File: config.mk
export PLATFORM = sky130hd
export DESIGN_NAME = sessiondata_envelope_deframer
export DESIGN_NICKNAME = d
export VERILOG_FILES = /design/src/design/sdf_pkg.sv /design/src/design/sdf_parser.sv /design/src/design/sessiondata_envelope_deframer.sv
export SDC_FILE = /design/constraint.sdc
export NUM_CORES = 1
export LEC_CHECK = 0
export BUFFER_PORTS_ARGS = -buffer_cell sky130_fd_sc_hd__buf_2
export CORE_MARGIN = 3
export CORE_UTILIZATION = 50
export CTS_BUF_LIST = sky130_fd_sc_hd__clkbuf_16
export DETAILED_ROUTE_END_ITERATION = 12
export PLACE_DENSITY = 0.69
export SETUP_SLACK_MARGIN = 0.4
export SLEW_MARGIN = 20
export SYNTH_ARGS = -nofsm -noshare
export SYNTH_HDL_FRONTEND = slang
export SYNTH_SLANG_ARGS = --single-unit
File: constraint.sdc
create_clock -name clk -period 12.6 [get_ports clk]
set_clock_uncertainty 0.1 [all_clocks]
set_input_delay 2.52 -clock clk [delete_from_list [all_inputs] [get_ports clk]]
set_output_delay 2.52 -clock clk [all_outputs]
set_load 0.005 [all_outputs]
File: src/design/sdf_pkg.sv
`timescale 1ns / 1ps
// ----------------------------------------------------------------------------
// sdf_pkg
// Shared types and constants for the session data envelope deframer.
// ----------------------------------------------------------------------------
package sdf_pkg;

  localparam logic [7:0] MAP_HEAD      = 8'ha1;
  localparam logic [7:0] KEY_HEAD      = 8'h64;
  localparam logic [7:0] BSTR_INL_LO   = 8'h40;
  localparam logic [7:0] BSTR_INL_HI   = 8'h57;
  localparam logic [7:0] BSTR_LEN8     = 8'h58;
  localparam logic [7:0] BSTR_LEN16    = 8'h59;
  localparam logic [2:0] HEAD_LEN      = 3'd6;
  localparam logic [15:0] CAPACITY_RST = 16'd512;

  localparam logic [1:0] KIND_NONE   = 2'd0;
  localparam logic [1:0] KIND_CIPHER = 2'd1;
  localparam logic [1:0] KIND_TAG    = 2'd2;

  localparam logic [2:0] ST_OK        = 3'd0;
  localparam logic [2:0] ST_BAD_HEAD  = 3'd1;
  localparam logic [2:0] ST_BAD_CODE  = 3'd2;
  localparam logic [2:0] ST_SHORT     = 3'd3;
  localparam logic [2:0] ST_BELOW_TAG = 3'd4;
  localparam logic [2:0] ST_OVER_CAP  = 3'd5;

  typedef struct packed {
    logic [7:0]  data;
    logic [1:0]  kind;
    logic        done;
    logic [2:0]  status;
    logic [15:0] cipher_len;
  } sdf_result_t;

  function automatic logic [7:0] head_byte(input logic [2:0] idx);
    logic [7:0] b;
    unique case (idx)
      3'd0: b = MAP_HEAD;
      3'd1: b = KEY_HEAD;
      3'd2: b = 8'h64;
      3'd3: b = 8'h61;
      3'd4: b = 8'h74;
      3'd5: b = 8'h61;
      default: b = 8'h00;
    endcase
    return b;
  endfunction

endpackage

File: src/design/sdf_parser.sv
`timescale 1ns / 1ps
// ----------------------------------------------------------------------------
// sdf_parser
// Message state machine: checks the head, decodes the byte-string length,
// classifies body bytes and forms one result per beat.
// ----------------------------------------------------------------------------
module sdf_parser
  import sdf_pkg::*;
#(
  parameter int TAG_BYTES = 16
) (
  input  logic        clk,
  input  logic        rst_n,
  input  logic        cfg_wr_en,
  input  logic [15:0] cfg_wr_data,
  input  logic        advance,
  input  logic [7:0]  in_byte,
  input  logic        in_last,
  output sdf_result_t result
);

  typedef enum logic [2:0] {
    PH_HEAD, PH_CODE, PH_LEN8, PH_LENHI, PH_LENLO, PH_BODY, PH_TRAIL, PH_ERR
  } phase_t;

  localparam logic [15:0] TAG_LEN = 16'(TAG_BYTES);

  phase_t      phase_r, phase_nxt;
  logic [2:0]  hidx_r, hidx_nxt;
  logic [7:0]  len_hi_r, len_hi_nxt;
  logic [15:0] left_r, left_nxt;
  logic [15:0] clen_r, clen_nxt;
  logic [2:0]  err_r, err_nxt;
  logic [15:0] cap_r;
  logic        take;
  logic [15:0] blob;
  logic [15:0] ct;

  assign ct = blob - TAG_LEN;

  always_comb begin
    phase_nxt  = phase_r;
    hidx_nxt   = hidx_r;
    len_hi_nxt = len_hi_r;
    left_nxt   = left_r;
    clen_nxt   = clen_r;
    err_nxt    = err_r;
    take       = 1'b0;
    blob       = '0;
    result     = '0;
    unique case (phase_r)
      PH_HEAD: begin
        if (hidx_r < HEAD_LEN && in_byte == head_byte(hidx_r)) begin
          hidx_nxt = hidx_r + 3'd1;
          if (hidx_nxt == HEAD_LEN) begin
            phase_nxt = PH_CODE;
          end
        end else begin
          err_nxt   = ST_BAD_HEAD;
          phase_nxt = PH_ERR;
        end
      end
      PH_CODE: begin
        if (in_byte >= BSTR_INL_LO && in_byte <= BSTR_INL_HI) begin
          take = 1'b1;
          blob = {8'h00, in_byte - BSTR_INL_LO};
        end else if (in_byte == BSTR_LEN8) begin
          phase_nxt = PH_LEN8;
        end else if (in_byte == BSTR_LEN16) begin
          phase_nxt = PH_LENHI;
        end else begin
          err_nxt   = ST_BAD_CODE;
          phase_nxt = PH_ERR;
        end
      end
      PH_LEN8: begin
        take = 1'b1;
        blob = {8'h00, in_byte};
      end
      PH_LENHI: begin
        len_hi_nxt = in_byte;
        phase_nxt  = PH_LENLO;
      end
      PH_LENLO: begin
        take = 1'b1;
        blob = {len_hi_r, in_byte};
      end
      PH_BODY: begin
        result.data = in_byte;
        result.kind = (left_r > TAG_LEN) ? KIND_CIPHER : KIND_TAG;
        left_nxt    = left_r - 16'd1;
        if (left_nxt == 16'd0) begin
          phase_nxt = PH_TRAIL;
        end
      end
      PH_TRAIL, PH_ERR: begin
      end
      default: begin
      end
    endcase

    if (take) begin
      if (blob < TAG_LEN) begin
        err_nxt   = ST_BELOW_TAG;
        phase_nxt = PH_ERR;
      end else if (ct > cap_r) begin
        err_nxt   = ST_OVER_CAP;
        phase_nxt = PH_ERR;
      end else begin
        clen_nxt  = ct;
        left_nxt  = blob;
        phase_nxt = (blob == 16'd0) ? PH_TRAIL : PH_BODY;
      end
    end

    if (in_last) begin
      result.done = 1'b1;
      if (phase_nxt == PH_TRAIL) begin
        result.status     = ST_OK;
        result.cipher_len = clen_nxt;
      end else if (phase_nxt == PH_ERR) begin
        result.status = err_nxt;
      end else begin
        result.status = ST_SHORT;
      end
      phase_nxt  = PH_HEAD;
      hidx_nxt   = '0;
      len_hi_nxt = '0;
      left_nxt   = '0;
      clen_nxt   = '0;
      err_nxt    = ST_OK;
    end
  end

  always_ff @(posedge clk) begin
    if (!rst_n) begin
      phase_r  <= PH_HEAD;
      hidx_r   <= '0;
      len_hi_r <= '0;
      left_r   <= '0;
      clen_r   <= '0;
      err_r    <= ST_OK;
      cap_r    <= CAPACITY_RST;
    end else begin
      if (cfg_wr_en) begin
        cap_r <= cfg_wr_data;
      end
      if (advance) begin
        phase_r  <= phase_nxt;
        hidx_r   <= hidx_nxt;
        len_hi_r <= len_hi_nxt;
        left_r   <= left_nxt;
        clen_r   <= clen_nxt;
        err_r    <= err_nxt;
      end
    end
  end

  a_last_clears: assert property (@(posedge clk) disable iff (!rst_n)
    advance && in_last |=> phase_r == PH_HEAD && err_r == ST_OK && hidx_r == 3'd0)
    else $error("message state not cleared after last beat");

  a_head_no_err: assert property (@(posedge clk) disable iff (!rst_n)
    phase_r == PH_HEAD |-> err_r == ST_OK)
    else $error("error code held while expecting head");

  a_body_left: assert property (@(posedge clk) disable iff (!rst_n)
    phase_r == PH_BODY |-> left_r != 16'd0)
    else $error("body phase with no bytes left");

endmodule

File: src/design/sessiondata_envelope_deframer.sv
`timescale 1ns / 1ps
// ----------------------------------------------------------------------------
// sessiondata_envelope_deframer
// Streaming deframer for a {"data": bstr} envelope. Body bytes are passed out
// as ciphertext or tag beats, and the last beat reports status and length.
// ----------------------------------------------------------------------------
// Path: a beat's result is presented from the result register, which follows
// the input register (input register, then result register).
// Throughput: one beat per cycle; the input register advances whenever the
// result register is empty or being drained.
// Reset: synchronous active-low rst_n clears both stages, the message state,
// and sets the capacity register to 512.
module sessiondata_envelope_deframer
  import sdf_pkg::*;
#(
  parameter int TAG_BYTES = 16
) (
  input  logic        clk,
  input  logic        rst_n,
  input  logic        in_valid,
  output logic        in_ready,
  input  logic [7:0]  in_byte,
  input  logic        in_last,
  output logic        out_valid,
  input  logic        out_ready,
  output logic [7:0]  out_byte,
  output logic [1:0]  out_kind,
  output logic        out_done_res,
  output logic [2:0]  out_status,
  output logic [15:0] out_cipher_len,
  input  logic        cfg_wr_en,
  input  logic [15:0] cfg_wr_data
);

  logic        s1_valid_r;
  logic [7:0]  s1_byte_r;
  logic        s1_last_r;
  logic        advance;
  logic        out_valid_r;
  sdf_result_t res;
  sdf_result_t res_r;

  assign advance  = s1_valid_r && (!out_valid_r || out_ready);
  assign in_ready = !s1_valid_r || advance;

  sdf_parser #(
    .TAG_BYTES(TAG_BYTES)
  ) u_parser (
    .clk        (clk),
    .rst_n      (rst_n),
    .cfg_wr_en  (cfg_wr_en),
    .cfg_wr_data(cfg_wr_data),
    .advance    (advance),
    .in_byte    (s1_byte_r),
    .in_last    (s1_last_r),
    .result     (res)
  );

  always_ff @(posedge clk) begin
    if (!rst_n) begin
      s1_valid_r  <= 1'b0;
      out_valid_r <= 1'b0;
    end else begin
      if (in_ready) begin
        s1_valid_r <= in_valid;
      end
      if (advance) begin
        out_valid_r <= 1'b1;
      end else if (out_ready) begin
        out_valid_r <= 1'b0;
      end
    end
  end

  always_ff @(posedge clk) begin
    if (in_valid && in_ready) begin
      s1_byte_r <= in_byte;
      s1_last_r <= in_last;
    end
    if (advance) begin
      res_r <= res;
    end
  end

  assign out_valid      = out_valid_r;
  assign out_byte       = res_r.data;
  assign out_kind       = res_r.kind;
  assign out_done_res   = res_r.done;
  assign out_status     = res_r.status;
  assign out_cipher_len = res_r.cipher_len;

  a_idle_byte_zero: assert property (@(posedge clk) disable iff (!rst_n)
    out_valid && out_kind == KIND_NONE |-> out_byte == 8'h00)
    else $error("byte driven on a beat without kind");

  a_status_only_done: assert property (@(posedge clk) disable iff (!rst_n)
    out_valid && !out_done_res |-> out_status == ST_OK && out_cipher_len == 16'd0)
    else $error("status or length on a beat that is not the last");

  a_len_only_ok: assert property (@(posedge clk) disable iff (!rst_n)
    out_valid && out_status != ST_OK |-> out_cipher_len == 16'd0)
    else $error("payload length reported with an error status");

  a_stall_holds_stage: assert property (@(posedge clk) disable iff (!rst_n)
    s1_valid_r && out_valid_r && !out_ready |=> s1_valid_r && $stable(s1_byte_r))
    else $error("input stage lost a beat during a stall");

endmodule
==> results of run 1 <==
==> registers in the layout, indices dropped and copies added (netlist names) <==
register,flops
out_cipher_len,16
u_parser.cap_r,16
u_parser.clen_r,16
u_parser.left_r,16
out_byte,8
s1_byte_r,8
u_parser.len_hi_r,8
out_status,3
u_parser.err_r,3
u_parser.hidx_r,3
u_parser.phase_r,3
out_kind,2
out_done_res,1
out_valid,1
s1_last_r,1
s1_valid_r,1
==> kinds of logic after synthesis <==
group | Yosys count | synth area share
XOR/XNOR | 14 | 0.0201
buffers and inverters | 72 | 0.0589
AND/OR/NAND/NOR | 219 | 0.195
AO/OA/AOI/OAI | 165 | 0.211
multiplexers | 29 | 0.0476
adder cells (fa/ha/maj) | 27 | 0.0550
flip-flops | 106 | 0.412
==> metrics by stage <==
stage          worst slack, ns  instance area (um^2)
5_1_grt                   6.08                  6660
2_1_floorplan             7.19                  6090
3_5_place_dp              6.67                  6380
6_report                  6.63                  6660
3_3_place_gp              6.97                  6380
4_1_cts                   6.67                  6660
==> layout make-up <==
| cell class | instances | area, um^2 |
|---|---|---|
| clock buffers | 9 | 225 |
| clock inverters | 7 | 52.6 |
| fillers | 1048 | 5010 |
| inverters | 37 | 139 |
| multi-input cells | 454 | 3220 |
| flip-flops and latches | 106 | 2510 |
| well taps | 143 | 179 |
| repair buffers | 64 | 328 |
==> worst reg2reg max path, cell delays in order, from the launching register on <==
cell and delay [ns]:
edfxtp_1 0.47, inv_1 0.16, ha_1 0.24, a211oi_1 0.41, a21o_1 0.33, a21o_1 0.32, nand2_1 0.15, ha_1 0.28
inv_1 0.09, a21oi_1 0.09, nand4_1 0.19, o22ai_1 0.09, a22oi_1 0.30, ha_1 0.30, and3_1 0.20, and3_1 0.17
a221o_1 0.32, o31ai_2 0.47, nand2_2 0.39, a2bb2oi_4 0.38, a2111oi_2 0.35
==> how the worst max path moves through the flow <==
stage	slack (ns)	end	start	cells after the start
after floorplan	7.19	in_ready	out_ready	2
after CTS	6.67	out_cipher_len[13]$_SDFFCE_PN0P_	s1_byte_r[6]$_DFFE_PP_	20
after detailed placement	6.67	out_cipher_len[13]$_SDFFCE_PN0P_	s1_byte_r[6]$_DFFE_PP_	20
final	6.63	out_cipher_len[13]$_SDFFCE_PN0P_	s1_byte_r[6]$_DFFE_PP_	20
after global placement	6.97	out_cipher_len[14]$_SDFFCE_PN0P_	s1_byte_r[6]$_DFFE_PP_	21
after global routing	6.08	u_parser.clen_r[7]$_SDFFE_PN0P_	s1_byte_r[6]$_DFFE_PP_	20
==> power groups by stage <==
stage                     combinational, mW  clock [mW]  sequential, mW
after floorplan                      0.0938           0           0.378
after global placement                0.118           0           0.385
after detailed placement              0.122           0           0.386
after CTS                             0.122       0.272           0.378
after global routing                  0.137       0.286           0.379
final                                 0.123       0.266           0.378
==> cell usage after synthesis, types with 3 or more instances <==
library cell | instances | area (um^2)
and3_1 | 7 | 43.8
or2_2 | 3 | 18.8
nand4_1 | 8 | 50.1
a21oi_1 | 25 | 125
nor4_1 | 5 | 31.3
buf_6 | 9 | 101
nand2b_1 | 3 | 18.8
o31ai_1 | 5 | 37.5
or4_1 | 4 | 30.0
nand3b_1 | 4 | 30.0
o211ai_1 | 4 | 30.0
nor3_2 | 10 | 100
dfxtp_1 | 67 | 1340
o2bb2ai_1 | 5 | 43.8
xor2_1 | 10 | 87.6
a2111oi_2 | 3 | 45.0
a31oi_1 | 11 | 68.8
edfxtp_1 | 39 | 1170
xnor2_1 | 4 | 35.0
o21a_1 | 4 | 30.0
o22ai_1 | 10 | 62.6
mux2i_1 | 29 | 290
a32o_1 | 3 | 30.0
inv_1 | 35 | 131
nand2_1 | 41 | 154
ha_1 | 26 | 325
and2_1 | 15 | 93.8
a211oi_1 | 3 | 22.5
buf_4 | 4 | 30.0
clkbuf_1 | 17 | 63.8
a21o_1 | 7 | 52.6
or3_1 | 5 | 31.3
a22o_1 | 19 | 166
a22oi_1 | 12 | 90.1
o21ai_0 | 20 | 100
nand3_1 | 15 | 75.1
nor2_1 | 59 | 221
buf_2 | 5 | 25.0
a2bb2oi_1 | 4 | 35.0
nor3_1 | 19 | 95.1
==> metal layers <==
layer / global-route usage / up-vias
met3: 0.0617 / 23
met2: 0.379 / 188
met4: 0.0580 / 0
li1: - / 2426
met5: 0 / -
met1: 0.338 / 2465
==> placed cells by master, fill, tap and decap left out, types with 5 or more instances in the layout <==
cell type	n
nor3_2	10
nor3_1	19
o21ai_0	20
edfxtp_1	39
clkbuf_16	9
a22oi_1	12
mux2i_1	29
nor2_1	59
xor2_1	10
and2_1	15
a21o_1	7
ha_1	26
inv_1	35
buf_2	61
nand4_1	8
o2bb2ai_1	5
or3_1	5
nand3_1	15
a22o_1	19
dfxtp_1	67
and3_1	7
nor4_1	5
nand2_1	41
o31ai_1	5
a31oi_1	11
o22ai_1	10
a21oi_1	25
==> key figures, run 1 <==
Logic synthesis
  • Post-synth EDFFs: 39
  • Netlist cell types: 81
  • Syn_nets: 688
  • Register bit total from synthesis: 106
  • Synth Instances: 632
  • Yosys warns: 0
  • Post-synthesis sequential area ratio: 0.412
  • Main flop type after synthesis: dfxtp_1
  • Synthesized area per cell: 9.64 um^2
  • Mapped Area: 6090 um^2
  • Async SR Flop Fraction: 0

Setup path
  • CP Launch Type: flop
  • Worst path top cell family by delay: compound AO/OA/AOI/OAI gates
  • Worst path required time: 12.66 ns
  • Critical path fanouts, max: 19
  • Worst Path Arrival: 6.03 ns
  • Crit path cell chain: inv_1, ha_1, a211oi_1, a21o_1, a21o_1, nand2_1, ha_1, inv_1, a21oi_1, nand4_1, o22ai_1, a22oi_1, ha_1, and3_1, and3_1, a221o_1, o31ai_2, nand2_2, a2bb2oi_4, a2111oi_2
  • CP max stage cell: edfxtp_1
  • Worst path buffer plus inverter count: 2
  • Cells on worst reg2reg path: 20
  • Critical path capture point type: flop
  • Most used cell, CP: ha_1
  • FF-to-FF End: out_cipher_len[13]$_SDFFCE_PN0P_
  • Reg2reg start: s1_byte_r[6]$_DFFE_PP_
  • FF-to-FF setup slack: 6.63 ns
  • Critical path's largest stage delay: 0.47 ns
  • WS Path Type: flop to flop

Hold path
  • Hold Crit Class: flop to flop
  • Worst Hold Depth: 1
  • Hold Path Sink: u_parser.clen_r[5]$_SDFFE_PN0P_
  • Hold path start: u_parser.clen_r[5]$_SDFFE_PN0P_

Status
  • Status: finished clean

Clock tree
  • CTS tree: built
  • Clk root buf: clkbuf_16
  • CTS sink count: 106
  • Post-CTS Resized: 0
  • H-tree depth: 3
  • CTS max path bufs: 2
  • Clk slew on worst S/H paths: 0.07 ns
  • CTS Buf Count: 9
  • CTS Hold Bufs: 0
  • Post-CTS setup buffer count: 0
  • Skew-Pair Late Insertion Delay: 0.35 ns

Detailed routing
  • Met2 wire length: 7190 um
  • DR WL/cell: 19.2 um
  • Antenna-violating nets left: 0
  • Vias/cell: 6.22
  • Routed WL: 15,700 um
  • First-pass iteration count of the detailed router: 5
  • Highest Signal Layer: met4
  • Number of DRC markers in iteration 0: 512
  • Via Count: 5,102
  • Drt drc: 0
  • Met3 wire len: 1250 um
  • Wl on met1: 7050 um

Pwr
  • Total power: 767 uW
  • Clock Power Share: 0.347
  • P_sw: 220 uW
  • Switching share of power: 0.286
  • P_int: 547 uW
  • Comb power frac: 0.160
  • Sequential share of power: 0.493
  • Peak VDD IR: 118 uV
  • Pwr per Cell Area: 115 nW/um^2
  • Leakage power: 2.56 nW

Floorplanning
  • Cell Rows: 39
  • Horiz. Die Dim: 116 um
  • CORE AREA: 11,700 um^2
  • Starting Density: 0.522
  • DIE HEIGHT: 116 um
  • DIE AREA: 13,500 um^2
  • # IOs: 62

Timing
  • WHS: 0.381 ns
  • Setup TNS: 0 ns
  • Fin. Hold Viols: 0
  • # setup viols final: 0
  • Fmax: 168 MHz
  • Slew Viols, Final: 0
  • RSZ-0062 raised after global routing: false
  • Fin crit share: 0.474
  • Slew @ Worst Pin: 1.04 ns
  • Tmin final: 5.97 ns
  • Max_slew headroom: 0.306

Placement
  • DP HPWL: 11,400 um
  • IO buf count: 61
  • Post-Place Cells: 804
  • GP Congestion: 0.924

Finish
  • Filler-free cell count of the finished design: 820
  • Area growth, synth to finish: 9.26%
  • Fraction of layout instances using a drive strength above 1: 0.174
  • Final #Nets: 728
  • Util after Layout: 0.571
  • Ant. Diodes: 0

GRT
  • First-pass GRT wire length: 25,500 um
  • Vias in the first global route: 4,824
  • GRT Overall Usage: 0.242
  • Largest net degree at the start of global routing: 34
  • Gr ovfl total: 0
  • Initial antenna violation count: 0

Run
  • Maxcap violations: 0
(Power assumes the default switching activity.)
==> run 2, diff against run 1 <==
Settings changed: PLACE_DENSITY 0.69 to 0.72.
Clock period 12.6 ns to 5.4 ns, I/O delays scaled along.
==> run 2 against run 1 <==
- final area grew 5.3%
- setup slack lost 6.1 ns
- combinational power increased to 2.8 times the previous value
- utilization increased by 3.0 points
- non-clock buffer count up 27
- sequential share of layout area is 1.9 points lower
- sequential power is 130% higher
- sequential cell count unchanged
- total power increased by 150%
- first-iteration DRC count rose by 12%
- critical path type unchanged
==> key figures, run 2 (synthesis gave the netlist of run 1 again) <==
Finish
  • Ant. Diodes: 0
  • Highest-count cells in the layout ignoring fill and taps: dfxtp_1, buf_2, nor2_1, nand2_1, edfxtp_1
  • Fraction of layout instances using a drive strength above 1: 0.224
  • Fillers: 1,004
  • Area growth, synth to finish: 15.1%
  • Most common cell after layout, fill and taps aside: dfxtp_1
  • Final #Nets: 755

Detailed routing
  • Met2 wire length: 7690 um
  • Vias/cell: 6.14
  • Number of DRC markers in iteration 0: 571
  • Met3 wire len: 1290 um
  • First-pass iteration count of the detailed router: 5
  • DR WL/cell: 19.4 um
  • Routed WL: 16,500 um
  • Antenna-violating nets left: 0
  • Wl on met1: 6930 um
  • Via Count: 5,204
  • Highest Signal Layer: met4
  • Drt drc: 0

Timing
  • Fin crit share: 0.900
  • Max_slew headroom: 0.436
  • Setup TNS: 0 ns
  • Fin. Hold Viols: 0
  • Tmin final: 4.86 ns
  • RSZ-0062 raised after global routing: true
  • Slew @ Worst Pin: 0.843 ns
  • # setup viols final: 0
  • Slew Viols, Final: 0
  • Worst setup margin: 0.541 ns
  • Fmax: 206 MHz

Pwr
  • P_sw: 547 uW
  • Switching share of power: 0.287
  • P_int: 1.36 mW
  • Comb power frac: 0.181
  • Clock Power Share: 0.364
  • Leakage power: 2.74 nW
  • Sequential share of power: 0.455
  • Pwr per Cell Area: 272 nW/um^2
  • Peak VDD IR: 265 uV
  • Total power: 1.91 mW

Placement
  • DP HPWL: 11,900 um
  • GP Congestion: 0.974
  • Post-Place Setup Slack: 0.157 ns
  • IO buf count: 61

Setup path
  • WS Path Type: flop to flop
  • Worst Path Arrival: 5.07 ns
  • Worst path required time: 5.61 ns
  • CP Launch Type: flop
  • Critical path fanouts, max: 18
  • Critical path capture point type: flop

GRT
  • Initial antenna violation count: 0
  • GRT Overall Usage: 0.247
  • First-pass GRT wire length: 25,800 um
  • Largest net degree at the start of global routing: 34
  • Gr ovfl total: 0
  • Vias in the first global route: 4,921

Clock tree
  • CTS tree: built
  • CTS Buf Count: 9
  • H-tree depth: 3
  • CTS max path bufs: 2
  • CTS sink count: 106
  • CTS Hold Bufs: 0
  • Clk root buf: clkbuf_16
  • Clk slew on worst S/H paths: 0.08 ns
  • Skew-Pair Late Insertion Delay: 0.36 ns

Floorplanning
  • Horiz. Die Dim: 116 um
  • CORE AREA: 11,700 um^2
  • DIE AREA: 13,500 um^2
  • DIE HEIGHT: 116 um
  • Cell Rows: 39
  • # IOs: 62
  • Starting Density: 0.522

Status
  • Status: finished clean

Hold path
  • Hold Crit Class: flop to flop

Run
  • Maxcap violations: 0
[run 2: changes by cell type in the layout (fill, tap and decap cells not counted), moves of 2 or more]
cell | before | now
inv_1 | 35 | 33
a21oi_1 | 25 | 23
buf_4 | 3 | 25
buf_12 | 0 | 4
and2_1 | 15 | 13
inv_6 | 1 | 3
inv_2 | 0 | 2
[run 2: worst max-delay path: stages (launching register included)]
cell     delay (ns)
dfxtp_1        0.45
nor3b_1        0.52
and2_2         0.31
a21o_1         0.17
nand2_1        0.10
ha_1           0.24
inv_1          0.12
a21oi_4        0.06
nand4_1        0.12
o22ai_2        0.10
a22oi_2        0.27
ha_1           0.28
and3_1         0.20
and3_1         0.17
a221o_1        0.31
o31ai_2        0.30
buf_4          0.19
nand2_2        0.07
buf_4          0.22
nor2_2         0.13
buf_6          0.19
a22o_1         0.14
[run 2: final timing paths]
check | from | endpoint | slack (ns) | depth (start not counted)
max | u_parser.phase_r[1]$_SDFFE_PN0P_ | u_parser.clen_r[9]$_SDFFE_PN0P_ | 0.54 | 21
min | u_parser.clen_r[7]$_SDFFE_PN0P_ | u_parser.clen_r[7]$_SDFFE_PN0P_ | 0.38 | 1
max reg2reg | u_parser.phase_r[1]$_SDFFE_PN0P_ | u_parser.clen_r[9]$_SDFFE_PN0P_ | 0.54 | 21
min reg2reg | u_parser.clen_r[7]$_SDFFE_PN0P_ | u_parser.clen_r[7]$_SDFFE_PN0P_ | 0.38 | 1
[run 2: cell type report]
type / count / area (um^2) / area share
Multi-Input combinational cell: 454 / 3290 / 0.469
Sequential cell: 106 / 2510 / 0.358
Timing Repair Buffer: 91 / 584 / 0.0834
Clock buffer: 9 / 225 / 0.0321
Tap cell: 143 / 179 / 0.0255
Inverter: 37 / 139 / 0.0198
Clock inverter: 7 / 83.8 / 0.0120
[run 2: power by group through the flow]
| stage | logic, mW | clock network (mW) | registers [mW] |
|---|---|---|---|
| finish | 0.346 | 0.693 | 0.867 |
| global route | 0.375 | 0.724 | 0.870 |
| CTS | 0.324 | 0.699 | 0.867 |
| global placement | 0.308 | 0 | 0.885 |
| detailed placement | 0.318 | 0 | 0.885 |
| floorplan | 0.219 | 0 | 0.882 |
[run 2: per-layer routing]
| metal | track usage | vias to the layer above |
|---|---|---|
| met5 | 0 | - |
| met4 | 0.0974 | 0 |
| li1 | - | 2475 |
| met3 | 0.0461 | 40 |
| met1 | 0.329 | 2472 |
| met2 | 0.399 | 217 |
[run 2: timing repair]
item / 4_1_cts / 5_1_grt
setup buffers: 0 / 8
resized for setup: 6 / 9
endpoints found under the setup margin: 37 / 55
pin swaps: 0 / 2
[run 2: through the flow]
| step | cell area, um^2 | std cells | hold WS (ns) | util |
|---|---|---|---|---|
| floorplan | 6090 | 632 | 0.325 | - |
| global placement | 6530 | 823 | 0.352 | 0.560 |
| detailed placement | 6530 | 823 | 0.361 | 0.560 |
| CTS | 6880 | 839 | 0.381 | 0.590 |
| global route | 7010 | 847 | 0.402 | 0.601 |
| finish | 7010 | 847 | 0.381 | 0.601 |
==> run 3, diff against run 2 <==
==> constraint.sdc (replaced) <==
create_clock -name clk -period 5.4 [get_ports clk]
set_clock_uncertainty 0.1 [all_clocks]
set_input_delay 0.27 -clock clk [delete_from_list [all_inputs] [get_ports clk]]
set_output_delay 0.27 -clock clk [all_outputs]
set_load 0.005 [all_outputs]
==> run 3 against run 2 <==
- wire length rose by 3.5%
- total power down 2.5%
- utilization grew 0.55 points
- critical endpoint is now out_status[0]$_SDFFCE_PP0P_
- worst hold slack worse by 0.35 ns
- clock power shrank 7.4%
- highest routed layer unchanged
- count of clock-buffer cells in the layout is the same
- final area rose by 0.91%
- sequential cell count unchanged
- global-route usage rose by 0.10 points
- cell count up 0.94%
==> key figures, run 3 (synthesis gave the netlist of run 1 again) <==
Timing
  • Fmax: 209 MHz
  • Tmin final: 4.78 ns
  • Max_slew headroom: 0.399
  • Fin. Hold Viols: 0
  • RSZ-0062 raised after global routing: false
  • # setup viols final: 0
  • Fin crit share: 0.885
  • Slew Viols, Final: 0
  • Slew @ Worst Pin: 0.895 ns
  • Setup TNS: 0 ns
  • WHS: 0.0342 ns

Finish
  • Fraction of layout instances using a drive strength above 1: 0.221
  • Final #Nets: 762
  • Multi-input logic area: 3340 um^2
  • Area growth, synth to finish: 16.1%
  • FF/Latch Area: 2510 um^2
  • Highest-count cells in the layout ignoring fill and taps: dfxtp_1, buf_2, nor2_1, nand2_1, edfxtp_1
  • Most common cell after layout, fill and taps aside: dfxtp_1
  • Final instance area: 7070 um^2
  • Fillers: 982

Detailed routing
  • DR WL/cell: 19.9 um
  • Number of DRC markers in iteration 0: 577
  • Routed WL: 17,000 um
  • First-pass iteration count of the detailed router: 5
  • Vias/cell: 6.25
  • Drt drc: 0
  • Via Count: 5,344
  • Antenna-violating nets left: 0

Placement
  • GP Congestion: 0.980
  • Placed instance area: 6530 um^2
  • IO buf count: 61
  • DP HPWL: 11,700 um

Setup path
  • Critical path's largest stage delay: 0.44 ns
  • Crit path cell chain: inv_2, ha_1, and4b_1, a21o_1, a21o_1, nand2_1, ha_2, inv_1, a21oi_4, nand3_2, xor2_2, ha_1, and4_1, and3_1, a221o_1, o311ai_1, buf_4, a21boi_0, nor3_1, a22o_1
  • Worst Setup SP: s1_byte_r[6]$_DFFE_PP_
  • Worst path buffer plus inverter count: 3
  • CP Launch Type: flop
  • WS Path Type: flop to flop
  • Critical path capture point type: flop
  • Reg2reg start: s1_byte_r[6]$_DFFE_PP_
  • Worst path required time: 5.42 ns
  • CP max stage cell: edfxtp_1
  • Worst Path Arrival: 4.80 ns
  • Critical path fanouts, max: 5
  • Worst path top cell family by delay: compound AO/OA/AOI/OAI gates

Pwr
  • Pwr per Cell Area: 263 nW/um^2
  • Peak VDD IR: 221 uV
  • Leakage power: 2.76 nW

Clock tree
  • CTS sink count: 106
  • Clk slew on worst S/H paths: 0.08 ns
  • CTS Buf Count: 9
  • H-tree depth: 3
  • CTS max path bufs: 2
  • Skew-Pair Late Insertion Delay: 0.36 ns
  • Clk root buf: clkbuf_16
  • CTS tree: built

Floorplanning
  • # IOs: 62
  • DIE AREA: 13,500 um^2
  • CORE AREA: 11,700 um^2
  • Horiz. Die Dim: 116 um
  • Starting Density: 0.522
  • DIE HEIGHT: 116 um
  • Cell Rows: 39

GRT
  • Gr ovfl total: 0
  • Initial antenna violation count: 0
  • First-pass GRT wire length: 25,900 um
  • GRT Overall Usage: 0.248
  • Vias in the first global route: 5,058
  • Largest net degree at the start of global routing: 34

Run
  • Maxcap violations: 0

Status
  • Status: finished clean

Hold path
  • Hold Crit Class: primary input to flop
  • Hold path start: cfg_wr_data[9]
-- run 3: metrics by stage --
stage           util  cells  total power [mW]  setup slack [ns]
3_5_place_dp   0.560    822              1.20             0.184
4_1_cts        0.595    847              1.84             0.402
2_1_floorplan      -    632              1.10             0.416
6_report       0.606    855              1.86             0.619
3_3_place_gp   0.560    822              1.19             0.444
5_1_grt        0.606    854              1.93             0.377
-- run 3: where the power goes --
| group | internal, mW | switching (mW) | leakage [nW] | total [mW] |
|---|---|---|---|---|
| sequential | 0.852 | 0.0153 | 0.916 | 0.868 |
| combinational | 0.135 | 0.213 | 1.70 | 0.348 |
| clock | 0.322 | 0.320 | 0.144 | 0.642 |
-- run 3: layout make-up --
type                            instances  area share
Inverter                               37      0.0196
Clock inverter                          7     0.00849
Multi-Input combinational cell        456       0.472
Antenna cell                            1    0.000354
Sequential cell                       106       0.355
Tap cell                              143      0.0253
Clock buffer                            9      0.0318
Timing Repair Buffer                   96      0.0869
-- run 3: metal layers --
| layer | wire length, um | share of wire | up-vias | global-route usage |
|---|---|---|---|---|
| met5 | 0 | 0 | - | 0 |
| met4 | 447 | 0.026 | 0 | 0.102 |
| li1 | - | - | 2506 | - |
| met2 | 8060 | 0.47 | 243 | 0.392 |
| met1 | 7190 | 0.42 | 2552 | 0.324 |
| met3 | 1340 | 0.078 | 43 | 0.0663 |
-- run 3: repair_timing --
item | 4_1_cts | 5_1_grt
hold endpoints to repair | 9 | 0
gates resized for setup | 8 | 17
pin swaps | 0 | 3
gates cloned | 0 | 3
endpoints found under the setup margin | 41 | 55
setup buffers | 0 | 4
hold buffers | 9 | 0
-- run 3: path summary, 6_finish.rpt --
| check | end | slack, ns | cells after the start |
|---|---|---|---|
| setup / recovery | out_status[0]$_SDFFCE_PP0P_ | 0.62 | 20 |
| hold / removal | u_parser.cap_r[9]$_SDFFE_PN1P_ | 0.03 | 3 |
| setup reg to reg | out_status[0]$_SDFFCE_PP0P_ | 0.62 | 20 |
| hold reg to reg | u_parser.err_r[2]$_SDFFE_PN0P_ | 0.38 | 2 |
-- run 3: worst reg2reg max path: stages (launching register included) --
cell	delay (ns)
edfxtp_1	0.44
inv_2	0.12
ha_1	0.18
and4b_1	0.24
a21o_1	0.21
a21o_1	0.18
nand2_1	0.12
ha_2	0.21
inv_1	0.08
a21oi_4	0.18
nand3_2	0.15
xor2_2	0.23
ha_1	0.31
and4_1	0.23
and3_1	0.18
a221o_1	0.32
o311ai_1	0.33
buf_4	0.19
a21boi_0	0.25
nor3_1	0.08
a22o_1	0.20
